[src/hdl/lmbb_pkg.sv]
// Shared definitions for the label mask bounding box scan.
// Holds field widths, register indexes, record kinds and the control structs.
// Used by lmbb_ctrl, lmbb_dpath and label_mask_bounding_box_scan.
package lmbb_pkg;

    localparam int LMBB_MAX_AREAS = 16;
    localparam int LMBB_MAX_SIDE  = 4096;

    localparam int CFG_W    = 13;
    localparam int CFG_IDX_W = 1;
    localparam int LABEL_W  = 8;
    localparam int INDEX_W  = 12;
    localparam int TOP_W    = 12;
    localparam int BOTTOM_W = 13;
    localparam int COL_W    = 12;

    localparam logic [CFG_IDX_W-1:0] REG_MASK_WIDTH  = 1'b0;
    localparam logic [CFG_IDX_W-1:0] REG_MASK_HEIGHT = 1'b1;

    localparam logic [CFG_W-1:0] MASK_WIDTH_RST  = 13'd320;
    localparam logic [CFG_W-1:0] MASK_HEIGHT_RST = 13'd200;

    localparam logic KIND_COLUMN = 1'b0;
    localparam logic KIND_BOX    = 1'b1;

    // Commands from the controller to the datapath.
    typedef struct packed {
        logic accept;     // latch the pixel and read its box entry
        logic upd;        // fold the pixel into column and box state
        logic col_load;   // load the column record and advance the scan
        logic dump_rd;    // read the box entry of the current area
        logic dump_load;  // load the box record of the current area
    } t_cmd;

    // Status from the datapath to the controller.
    typedef struct packed {
        logic col_end;    // current row is the last of its column
        logic frame_end;  // current column is the last of the mask
        logic area_last;  // dump pointer sits on the last area label
    } t_sts;

endpackage

[src/hdl/lmbb_ctrl.sv]
// Controller of the label mask bounding box scan.
// Sequences pixel update, column record and box dump; owns the output valid flag.
// Depends on lmbb_pkg.
module lmbb_ctrl (
    input  logic          i_clk,
    input  logic          i_rst_n,
    input  logic          i_in_valid,
    output logic          o_in_ready,
    output logic          o_out_valid,
    input  logic          i_out_ready,
    input  lmbb_pkg::t_sts i_sts,
    output lmbb_pkg::t_cmd o_cmd
);
    import lmbb_pkg::*;

    localparam logic [2:0] S_IDLE = 3'd0;
    localparam logic [2:0] S_UPD  = 3'd1;
    localparam logic [2:0] S_COL  = 3'd2;
    localparam logic [2:0] S_DRD  = 3'd3;
    localparam logic [2:0] S_DOUT = 3'd4;

    logic [2:0] r_state, n_state;
    logic       r_out_vld, n_out_vld;
    logic       out_free;
    t_cmd       cmd;

    assign out_free = !r_out_vld || i_out_ready;

    always_comb begin
        n_state = r_state;
        cmd     = '0;
        case (r_state)
            S_IDLE: begin
                if (i_in_valid) begin
                    cmd.accept = 1'b1;
                    n_state    = S_UPD;
                end
            end
            S_UPD: begin
                cmd.upd = 1'b1;
                n_state = i_sts.col_end ? S_COL : S_IDLE;
            end
            S_COL: begin
                if (out_free) begin
                    cmd.col_load = 1'b1;
                    n_state      = i_sts.frame_end ? S_DRD : S_IDLE;
                end
            end
            S_DRD: begin
                cmd.dump_rd = 1'b1;
                n_state     = S_DOUT;
            end
            S_DOUT: begin
                if (out_free) begin
                    cmd.dump_load = 1'b1;
                    n_state       = i_sts.area_last ? S_IDLE : S_DRD;
                end
            end
            default: begin
                n_state = S_IDLE;
            end
        endcase
    end

    always_comb begin
        if (cmd.col_load || cmd.dump_load) begin
            n_out_vld = 1'b1;
        end else if (i_out_ready) begin
            n_out_vld = 1'b0;
        end else begin
            n_out_vld = r_out_vld;
        end
    end

    always_ff @(posedge i_clk) begin
        if (!i_rst_n) begin
            r_state   <= S_IDLE;
            r_out_vld <= 1'b0;
        end else begin
            r_state   <= n_state;
            r_out_vld <= n_out_vld;
        end
    end

    assign o_in_ready  = (r_state == S_IDLE);
    assign o_out_valid = r_out_vld;
    assign o_cmd       = cmd;

    // A record is never loaded over one that is still waiting.
    a_no_overwrite: assert property (@(posedge i_clk) disable iff (!i_rst_n)
        (cmd.col_load || cmd.dump_load) |-> (!r_out_vld || i_out_ready))
        else $error("record loaded over a pending record");

    // An accepted pixel is folded in on the very next cycle.
    a_accept_upd: assert property (@(posedge i_clk) disable iff (!i_rst_n)
        (i_in_valid && o_in_ready) |=> (r_state == S_UPD))
        else $error("accepted pixel not followed by update");

    // The dump ends on the last area and the block is ready again.
    a_dump_end: assert property (@(posedge i_clk) disable iff (!i_rst_n)
        (cmd.dump_load && i_sts.area_last) |=> o_in_ready)
        else $error("dump did not return to idle");

    // At most one command is issued in a cycle.
    a_one_cmd: assert property (@(posedge i_clk) disable iff (!i_rst_n)
        $onehot0(cmd))
        else $error("several commands at once");

endmodule

[src/hdl/lmbb_dpath.sv]
// Datapath of the label mask bounding box scan.
// Holds size registers, scan counters, column extent, box memory and record register.
// Depends on lmbb_pkg.
module lmbb_dpath #(
    parameter int MAX_AREAS = lmbb_pkg::LMBB_MAX_AREAS,
    parameter int MAX_SIDE  = lmbb_pkg::LMBB_MAX_SIDE
) (
    input  logic                            i_clk,
    input  logic                            i_rst_n,
    input  logic                            i_cfg_we,
    input  logic [lmbb_pkg::CFG_IDX_W-1:0]  i_cfg_index,
    input  logic [lmbb_pkg::CFG_W-1:0]      i_cfg_data,
    input  logic [lmbb_pkg::LABEL_W-1:0]    i_mask_label,
    input  lmbb_pkg::t_cmd                  i_cmd,
    output lmbb_pkg::t_sts                  o_sts,
    output logic                            o_record_kind,
    output logic [lmbb_pkg::INDEX_W-1:0]    o_record_index,
    output logic                            o_present,
    output logic [lmbb_pkg::TOP_W-1:0]      o_top_row,
    output logic [lmbb_pkg::BOTTOM_W-1:0]   o_bottom_row,
    output logic [lmbb_pkg::COL_W-1:0]      o_left_col,
    output logic [lmbb_pkg::COL_W-1:0]      o_right_col,
    output logic                            o_none_found,
    output logic                            o_last_record
);
    import lmbb_pkg::*;

    localparam int CW = $clog2(MAX_SIDE);
    localparam int AW = $clog2(MAX_AREAS);
    localparam int MW = 4 * CW;
    localparam logic [AW-1:0] AREA_LAST = AW'(MAX_AREAS - 1);

    // Size registers.
    logic [CFG_W-1:0] r_mask_width, r_mask_height;

    // Scan and column state.
    logic [CW-1:0] r_row, r_col;
    logic          r_cseen;
    logic [CW-1:0] r_ctop;
    logic [CW:0]   r_cbot;
    logic          r_any;
    logic          r_none;

    // Box store.
    logic [MAX_AREAS-1:0] r_bvalid;
    logic [MW-1:0]        r_mem [MAX_AREAS];
    logic [MW-1:0]        r_rd;
    logic [AW-1:0]        r_area;
    logic [LABEL_W-1:0]   r_lab;

    logic [31:0]   w_lim, h_lim;
    logic [CW-1:0] wm1, hm1;
    logic          is_area;
    logic [AW-1:0] lab_addr, rd_addr;
    logic [CW-1:0] b_top, b_bot, b_left, b_right;
    logic [CW-1:0] n_top, n_bot, n_left, n_right;
    logic          frame_none;
    logic [31:0]   col_x, ctop_x, cbot_x, area_x;
    logic [31:0]   top_x, bot_x, left_x, right_x;

    function automatic logic [31:0] clamp_side(input logic [CFG_W-1:0] v);
        logic [31:0] s;
        s = 32'(v);
        if (s == 32'd0) begin
            return 32'd1;
        end else if (s > 32'(MAX_SIDE)) begin
            return 32'(MAX_SIDE);
        end else begin
            return s;
        end
    endfunction

    assign w_lim = clamp_side(r_mask_width)  - 32'd1;
    assign h_lim = clamp_side(r_mask_height) - 32'd1;
    assign wm1   = w_lim[CW-1:0];
    assign hm1   = h_lim[CW-1:0];

    assign o_sts.col_end   = (r_row >= hm1);
    assign o_sts.frame_end = (r_col >= wm1);
    assign o_sts.area_last = (r_area == AREA_LAST);

    assign is_area  = (r_lab != '0) && ({1'b0, r_lab} < 9'(MAX_AREAS));
    assign lab_addr = r_lab[AW-1:0];
    assign rd_addr  = i_cmd.accept ? i_mask_label[AW-1:0] : r_area;

    assign {b_top, b_bot, b_left, b_right} = r_rd;

    // Merge the pixel into the stored box; a fresh label starts a box at this pixel.
    always_comb begin
        if (!r_bvalid[lab_addr]) begin
            n_top   = r_row;
            n_bot   = r_row;
            n_left  = r_col;
            n_right = r_col;
        end else begin
            n_top   = (r_row < b_top)   ? r_row : b_top;
            n_bot   = (r_row > b_bot)   ? r_row : b_bot;
            n_left  = (r_col < b_left)  ? r_col : b_left;
            n_right = (r_col > b_right) ? r_col : b_right;
        end
    end

    assign frame_none = o_sts.frame_end && !r_any;

    assign col_x   = 32'(r_col);
    assign ctop_x  = 32'(r_ctop);
    assign cbot_x  = 32'(r_cbot);
    assign area_x  = 32'(r_area);
    assign top_x   = 32'(b_top);
    assign bot_x   = 32'(b_bot);
    assign left_x  = 32'(b_left);
    assign right_x = 32'(b_right);

    always_ff @(posedge i_clk) begin
        if (i_cmd.upd && is_area) begin
            r_mem[lab_addr] <= {n_top, n_bot, n_left, n_right};
        end
        if (i_cmd.accept || i_cmd.dump_rd) begin
            r_rd <= r_mem[rd_addr];
        end
    end

    always_ff @(posedge i_clk) begin
        if (i_cmd.accept) begin
            r_lab <= i_mask_label;
        end
        if (i_cmd.col_load) begin
            o_record_kind  <= KIND_COLUMN;
            o_record_index <= col_x[INDEX_W-1:0];
            o_present      <= r_cseen;
            o_top_row      <= r_cseen ? ctop_x[TOP_W-1:0] : '0;
            o_bottom_row   <= r_cseen ? cbot_x[BOTTOM_W-1:0] : '0;
            o_left_col     <= '0;
            o_right_col    <= '0;
            o_none_found   <= frame_none;
            o_last_record  <= !o_sts.frame_end;
        end else if (i_cmd.dump_load) begin
            o_record_kind  <= KIND_BOX;
            o_record_index <= area_x[INDEX_W-1:0];
            o_present      <= r_bvalid[r_area];
            o_top_row      <= r_bvalid[r_area] ? top_x[TOP_W-1:0] : '0;
            o_bottom_row   <= r_bvalid[r_area] ? bot_x[BOTTOM_W-1:0] : '0;
            o_left_col     <= r_bvalid[r_area] ? left_x[COL_W-1:0] : '0;
            o_right_col    <= r_bvalid[r_area] ? right_x[COL_W-1:0] : '0;
            o_none_found   <= r_none;
            o_last_record  <= o_sts.area_last;
        end
    end

    always_ff @(posedge i_clk) begin
        if (!i_rst_n) begin
            r_mask_width  <= MASK_WIDTH_RST;
            r_mask_height <= MASK_HEIGHT_RST;
            r_row         <= '0;
            r_col         <= '0;
            r_cseen       <= 1'b0;
            r_ctop        <= '0;
            r_cbot        <= '0;
            r_any         <= 1'b0;
            r_none        <= 1'b0;
            r_bvalid      <= '0;
            r_area        <= AW'(1);
        end else begin
            if (i_cfg_we && (i_cfg_index == REG_MASK_WIDTH)) begin
                r_mask_width <= i_cfg_data;
            end
            if (i_cfg_we && (i_cfg_index == REG_MASK_HEIGHT)) begin
                r_mask_height <= i_cfg_data;
            end
            if (i_cmd.upd) begin
                if (is_area) begin
                    if (!r_cseen) begin
                        r_ctop  <= r_row;
                        r_cseen <= 1'b1;
                        r_any   <= 1'b1;
                    end
                    r_cbot             <= {1'b0, r_row} + 1'b1;
                    r_bvalid[lab_addr] <= 1'b1;
                end
                if (!o_sts.col_end) begin
                    r_row <= r_row + 1'b1;
                end
            end
            if (i_cmd.col_load) begin
                r_row   <= '0;
                r_cseen <= 1'b0;
                r_ctop  <= '0;
                r_cbot  <= '0;
                r_none  <= frame_none;
                r_col   <= o_sts.frame_end ? '0 : r_col + 1'b1;
            end
            if (i_cmd.dump_load) begin
                if (o_sts.area_last) begin
                    r_area   <= AW'(1);
                    r_bvalid <= '0;
                    r_any    <= 1'b0;
                end else begin
                    r_area <= r_area + 1'b1;
                end
            end
        end
    end

endmodule

[src/hdl/label_mask_bounding_box_scan.sv]
// Label mask bounding box scan, top level: controller plus datapath.
// A pixel that does not end a column is latched, then folded in; ready returns after the update.
// A column end then loads the column record once the output register is free.
// A mask end then dumps MAX_AREAS-1 box records, each read from the box memory, then loaded.
// Synchronous active-low reset clears counters, column state and box valid bits, and restores
// the size registers to 320 columns by 200 rows.
// The box memory itself is not cleared; an entry without its valid bit reads as zero.
module label_mask_bounding_box_scan #(
    parameter int MAX_AREAS = lmbb_pkg::LMBB_MAX_AREAS,
    parameter int MAX_SIDE  = lmbb_pkg::LMBB_MAX_SIDE
) (
    input  logic                            i_clk,
    input  logic                            i_rst_n,
    input  logic                            i_cfg_we,
    input  logic [lmbb_pkg::CFG_IDX_W-1:0]  i_cfg_index,
    input  logic [lmbb_pkg::CFG_W-1:0]      i_cfg_data,
    input  logic                            i_in_valid,
    output logic                            o_in_ready,
    input  logic [lmbb_pkg::LABEL_W-1:0]    i_mask_label,
    output logic                            o_out_valid,
    input  logic                            i_out_ready,
    output logic                            o_record_kind,
    output logic [lmbb_pkg::INDEX_W-1:0]    o_record_index,
    output logic                            o_present,
    output logic [lmbb_pkg::TOP_W-1:0]      o_top_row,
    output logic [lmbb_pkg::BOTTOM_W-1:0]   o_bottom_row,
    output logic [lmbb_pkg::COL_W-1:0]      o_left_col,
    output logic [lmbb_pkg::COL_W-1:0]      o_right_col,
    output logic                            o_none_found,
    output logic                            o_last_record
);
    import lmbb_pkg::*;

    t_cmd cmd;
    t_sts sts;

    lmbb_ctrl u_ctrl (
        .i_clk       (i_clk),
        .i_rst_n     (i_rst_n),
        .i_in_valid  (i_in_valid),
        .o_in_ready  (o_in_ready),
        .o_out_valid (o_out_valid),
        .i_out_ready (i_out_ready),
        .i_sts       (sts),
        .o_cmd       (cmd)
    );

    lmbb_dpath #(
        .MAX_AREAS (MAX_AREAS),
        .MAX_SIDE  (MAX_SIDE)
    ) u_dpath (
        .i_clk          (i_clk),
        .i_rst_n        (i_rst_n),
        .i_cfg_we       (i_cfg_we),
        .i_cfg_index    (i_cfg_index),
        .i_cfg_data     (i_cfg_data),
        .i_mask_label   (i_mask_label),
        .i_cmd          (cmd),
        .o_sts          (sts),
        .o_record_kind  (o_record_kind),
        .o_record_index (o_record_index),
        .o_present      (o_present),
        .o_top_row      (o_top_row),
        .o_bottom_row   (o_bottom_row),
        .o_left_col     (o_left_col),
        .o_right_col    (o_right_col),
        .o_none_found   (o_none_found),
        .o_last_record  (o_last_record)
    );

endmodule
[config.mk]
export PLATFORM = sky130hd
export DESIGN_NAME = label_mask_bounding_box_scan
export DESIGN_NICKNAME = d
export VERILOG_FILES = /design/src/hdl/lmbb_pkg.sv /design/src/hdl/lmbb_ctrl.sv /design/src/hdl/lmbb_dpath.sv /design/src/hdl/label_mask_bounding_box_scan.sv
export SDC_FILE = /design/constraint.sdc
export NUM_CORES = 1
export LEC_CHECK = 0
export BUFFER_PORTS_ARGS = -buffer_cell sky130_fd_sc_hd__buf_2
export CAP_MARGIN = 20
export CORE_MARGIN = 2
export CORE_UTILIZATION = 46
export DETAILED_ROUTE_END_ITERATION = 7
export PLACE_DENSITY = 0.64
export REMOVE_ABC_BUFFERS = 1
export SLEW_MARGIN = 10
export SYNTH_ARGS = -nofsm -noshare
export SYNTH_HDL_FRONTEND = slang
export SYNTH_SLANG_ARGS = --single-unit
export TNS_END_PERCENT = 10
[constraint.sdc]
create_clock -name i_clk -period 16.8 [get_ports i_clk]
set_input_delay 3.36 -clock i_clk [delete_from_list [all_inputs] [get_ports i_clk]]
set_output_delay 3.36 -clock i_clk [all_outputs]
set_load 0.05 [all_outputs]
Word-level counts from Yosys, hierarchy flattened --
Memories as Yosys holds them, arrays and structs flattened. A register that Yosys moved wholly into a read port is not among the register bits. Index checks and enable logic that the tools add are counted.
Storage, ports and cells: flip-flop bits (word level) 175, latch bits 0, bits in writable memories 768, bits in read-only memories 0, input port bits 27, output and inout bits 67, word-level logic and storage cells 144, memories 1
Memory list:
- u_dpath.r_mem | depth 16, bits a word 48, read ports 1, clocked after memory_dff 1, wr ports 1, line lmbb_dpath.sv:46 | logic [MW-1:0] r_mem [MAX_AREAS];
Operators by class: add/sub/neg operators 6, $mul 0, divide/modulo/power cells 0, order comparisons 12, eq/ne operators 8, shift-type cells 0, muxes and demuxes 66, bitwise gates (word level) 5, reduce and logical (&&, ||, !) cells 23
Operators by type and width (number):
- $mux 12 | 22
- $mux 16 | 4
- $mux 13 | 3
- $gt 13x13->1 const B | 2
- $logic_not 13->1 | 2
- $mux 1 | 25
- $add 12x1->12 const B | 2
- $ge 12x12->1 | 2
- $gt 12x12->1 | 2
- $lt 12x12->1 | 2
- $sub 12x1->12 const B | 2
- $or 16x16->16 | 1
- $pmux 3 s5 | 1
- $add 12x1->13 const B | 1
- $lt 4x5->1 const B | 2
- $mux 3 | 3
- $bmux 1 s4 | 2
- $lt 8x5->1 const B | 1
- $mux 4 | 2
- $reduce_bool 8->1 | 1
- $eq 3x2->1 const B | 2
- $logic_and 1x1->1 | 6
- $mux 2 | 3
- $reduce_and 3->1 | 2
- 15 further kinds | 25

Logic depth before layout (Yosys ltp) --
depth in word-level cells 9, gate-level depth with buffers 17, gate-level depth less buffers 16

Cells and area by module --
A second synthesis with hierarchy kept.
Second synthesis, totals: cells, all modules 2365, area total of the unflattened synthesis 40341.2 um^2
By module, submodules not included:
- lmbb_dpath | instances 1, cells each 2325, area an instance 40042.2 um^2, seq. area each 28407.2 um^2
- lmbb_ctrl | instances 1, cells each 40, area an instance 299.0 um^2, seq. area each 80.1 um^2

Least setup slack after synthesis --
Ideal clock, no wire load.
path kind input -> register, from input port i_in_valid, to register u_dpath.r_rd[0], read port of u_dpath.r_mem (enable), setup time 469 ps, arrival 5775 ps, required time 16331 ps, slack 10555 ps, stages 2, path buffers 0, path through nand2_1 -> a21oi_1
Between the ends: longest elaborated chain between the ends 3, elaborated cells on any way between the ends 4, those cells by class 3 x mux; 1 x reduce/logical
Ends and longest elaborated chain:
- start: declaration | line label_mask_bounding_box_scan.sv:17 | input logic i_in_valid,
- $mux 1 (*) | line lmbb_ctrl.sv:34 | if (i_in_valid) begin
- $mux 1 (*) | line lmbb_ctrl.sv:32 | case (r_state)
- $mux 4 or $logic_or 1x1->1 (tied branches) | line lmbb_dpath.sv:84, lmbb_dpath.sv:118
- end: declaration | line lmbb_dpath.sv:47 | logic [MW-1:0] r_rd;
Every way passes the cells marked *; elsewhere a longest branch is shown, timed or not. A chain may end at the register's enable or synchronous reset.

Final worst setup path --
from input port i_in_valid, to register u_dpath.r_rd[27], read port of u_dpath.r_mem (data pin)
The elaborated chain is that of the path after synthesis.

==> impl_metrics.tcl <==
set metrics [dict create \
    final_cell_mix "864 x edfxtp_1, 558 x nand2_1, 134 x nand3_1" \
    min_path_type "reg -> reg" \
    maxCapViolCount 0 \
    layout-area-overhead-vs-synth_pct 13.0 \
    period_share_pct 42.5 \
    clk_pin_slew_ns 0.06 \
    internal-power_mw 4.00 \
    syn_inst 2907 \
    ys_warn_count 0 \
    final_common_cell "edfxtp_1" \
    clock_latency_ns 0.67 \
    rrSetupSlack_ns 11.87 \
    port_buffers 93 \
    root_buffer "clkbuf_16" \
    period_needed_ns 7.13 \
    cts_setup_buffers 0 \
    fp.dieW_um 300 \
    finalWirelength_um 108000 \
    leakage_nw 15.8 \
    cp.depth 10 \
    vias_per_cell 5.93 \
    drt_iter0_markers 2742 \
    coreArea_mm2 0.0869 \
    postCtsHoldBufs 0 \
    worstReg2RegStart "u_ctrl.r_state[2]" \
    pwr-share-clk_pct 42.4 \
    finClkSkew_ns 0.0249 \
    crit_chain "buf_2, nor4b_2, buf_4, mux2i_4, buf_12, buf_12, buf_4, mux4_2, a22oi_1, o21ai_0" \
    ys_seq_elements 991 \
    ir_drop_mv 0.0876 \
    wire_per_inst_um 25.2 \
    place_congestion 0.833 \
    fin_cells 4280 \
    crit_family "buffers and inverters" \
    hpwl_um 58400 \
    worst_pin_slew_ns 1.14 \
    io_pins 94 \
    cts_buffers 98 \
    grt_use_total_pct 23.8 \
    rsz0062_at_grt "false" \
    cts_resized 0 \
    swShare_pct 21.5 \
    fmax_ghz 0.140 \
    crit_fanout 144 \
    power_frac_seq_pct 53.0 \
    synth.distinct_cells 60 \
    clock_sinks 991 \
    antenna_left 0 \
    required_ns 17.17 \
    synthFlopType "edfxtp_1" \
    synth_edf_count 864 \
    cp-end-kind "flip-flop" \
    grt_pass1_vias 24535 \
    rows 108 \
    worst-endpoint-arrival_ns 7.51 \
    cts_tree "done" \
    nets 3142 \
    cts_buffer_depth 3 \
    r2r-end "u_dpath.r_rd[27]" \
    setup_viol 0 \
    grt-ovfl-total 0 \
    power.switching_mw 1.09 \
    dp.cells 4092 \
    comb_power_share_pct 4.6 \
    n_fill_cell 7097 \
    cp-startpoint "i_in_valid" \
    htreeDepth 3 \
    grt_pass1_wl_um 160000 \
    powerDensity_mw_per_mm2 112 \
    dr_total_vias 25391 \
    grt_max_degree 145 \
    rr_worst_depth 9 \
    worstSetupEndpoint "u_dpath.r_rd[27]" \
    max-slew-margin-rel_pct 24.3 \
    cpPeakStageDelay_ns 0.81 \
    fp.dieH_um 300 \
    post-route-drc-count 0 \
    maxSlewViolCount 0 \
    die_area_mm2 0.0902 \
    dr.pass1.iters 7 \
    crit_slowest_cell "buf_4" \
    cp_num_buf_inv 5 \
    drive_above_1_share_pct 13.5 \
    status "completed" \
    async_reset_ff_share_pct 0 \
    initial_utilization_pct 46.5 \
    critPathKind "in -> reg" \
    hold_viol 0 \
    cp-start-kind "input pin" \
    synth.avg_cell_area_um2 13.9 \
    ys_seq_area_share_pct 70.5 \
    antenna_found_initial 3 \
    synth_area_mm2 0.0404 \
    fin_tns_setup_ns 0 \
    final_core_util_pct 52.5 \
]
metrics by stage:
step | total power [mW] | hold slack (ns) | worst slack (ns) | cell area [um2]
2_1_floorplan | 2.96 | 0.427 | -9.14 | 39800
3_3_place_gp | 2.98 | 0.441 | 9.12 | 42400
3_5_place_dp | 2.99 | 0.448 | 9.05 | 42400
4_1_cts | 5.13 | 0.457 | 9.75 | 45600
5_1_grt | 5.25 | 0.473 | 9.37 | 45600
6_report | 5.10 | 0.456 | 9.67 | 45600
flip-flops by register name, indices dropped and copies added (netlist names), 3 cells and up:
register                cells
u_dpath.r_mem             768
u_dpath.r_rd               48
u_dpath.r_bvalid           16
u_dpath.o_bottom_row       13
u_dpath.r_cbot             13
u_dpath.r_mask_height      13
u_dpath.r_mask_width       13
u_dpath.o_left_col         12
u_dpath.o_record_index     12
u_dpath.o_right_col        12
u_dpath.o_top_row          12
u_dpath.r_col              12
u_dpath.r_ctop             12
u_dpath.r_row              12
u_dpath.r_lab               8
u_dpath.r_area              4
u_ctrl.r_state              3
tightest hold or removal path, stage by stage (launching register included):
cell,delay [ns]
dfxtp_1,0.31
nand2_1,0.05
a21oi_1,0.05
power by group through the flow:
stage / Clock, mW / Combinational (mW) / Sequential, mW
floorplan: 0 / 0.218 / 2.74
global placement: 0 / 0.224 / 2.75
detailed placement: 0 / 0.232 / 2.76
CTS: 2.19 / 0.233 / 2.70
global route: 2.29 / 0.258 / 2.70
finish: 2.16 / 0.234 / 2.70
per-layer routing:
metal	share of wire, %	global-route usage, %
met1	40	32.4
met2	49	39.0
met3	8.1	3.60
met4	3.0	8.65
met5	0.011	0
synth_stat cells, types with 38 or more instances:
cell | count | share of area (%)
a22o_1 | 48 | 1.0
o22ai_1 | 44 | 0.68
nor2_1 | 83 | 0.77
mux2_2 | 49 | 1.4
nand2_1 | 559 | 5.2
clkbuf_1 | 88 | 0.82
ha_1 | 75 | 2.3
edfxtp_1 | 864 | 64
dfxtp_1 | 127 | 6.3
nand3_1 | 134 | 1.7
a21oi_1 | 77 | 0.95
mux2i_1 | 113 | 2.8
a31oi_1 | 48 | 0.74
buf_2 | 68 | 0.84
o21ai_0 | 61 | 0.76
nand4_1 | 38 | 0.59
inv_1 | 51 | 0.47
cell families (layout without fill, tap and decap cells):
logic type	count (synthesis)	in the layout	synth area share (%)
flops	991	991	70.5
other cells	1	49	0.00928
fa+ha+maj	75	75	2.32
buf+inv	223	393	2.37
simple gates	917	917	9.85
compound gates	468	468	8.02
xor+xnor	34	34	0.737
mux	198	198	6.17
area by class of cell:
| type | instances | area [um2] | area share [%] |
|---|---|---|---|
| diodes | 1 | 2.50 | 0.00548 |
| clock buffers | 146 | 2840 | 6.23 |
| clock inverters | 38 | 348 | 0.762 |
| inverters | 51 | 191 | 0.419 |
| multi-input cells | 1740 | 11300 | 24.8 |
| flip-flops and latches | 991 | 28500 | 62.4 |
| well taps | 1155 | 1450 | 3.17 |
| repair buffers | 158 | 998 | 2.19 |
worst min-delay path by stage:
stage | start | to | cells after the start
6_report | u_dpath.r_ctop[3] | u_dpath.r_ctop[3] | 2
5_1_grt | u_dpath.r_ctop[7] | u_dpath.r_ctop[7] | 2
4_1_cts | u_dpath.r_ctop[7] | u_dpath.r_ctop[7] | 2
3_5_place_dp | u_dpath.r_ctop[7] | u_dpath.r_ctop[7] | 2
3_3_place_gp | u_dpath.r_ctop[9] | u_dpath.r_ctop[9] | 2
2_1_floorplan | u_dpath.r_cbot[12] | u_dpath.r_cbot[12] | 2
Note: power is estimated with default switching activity, not from simulation.
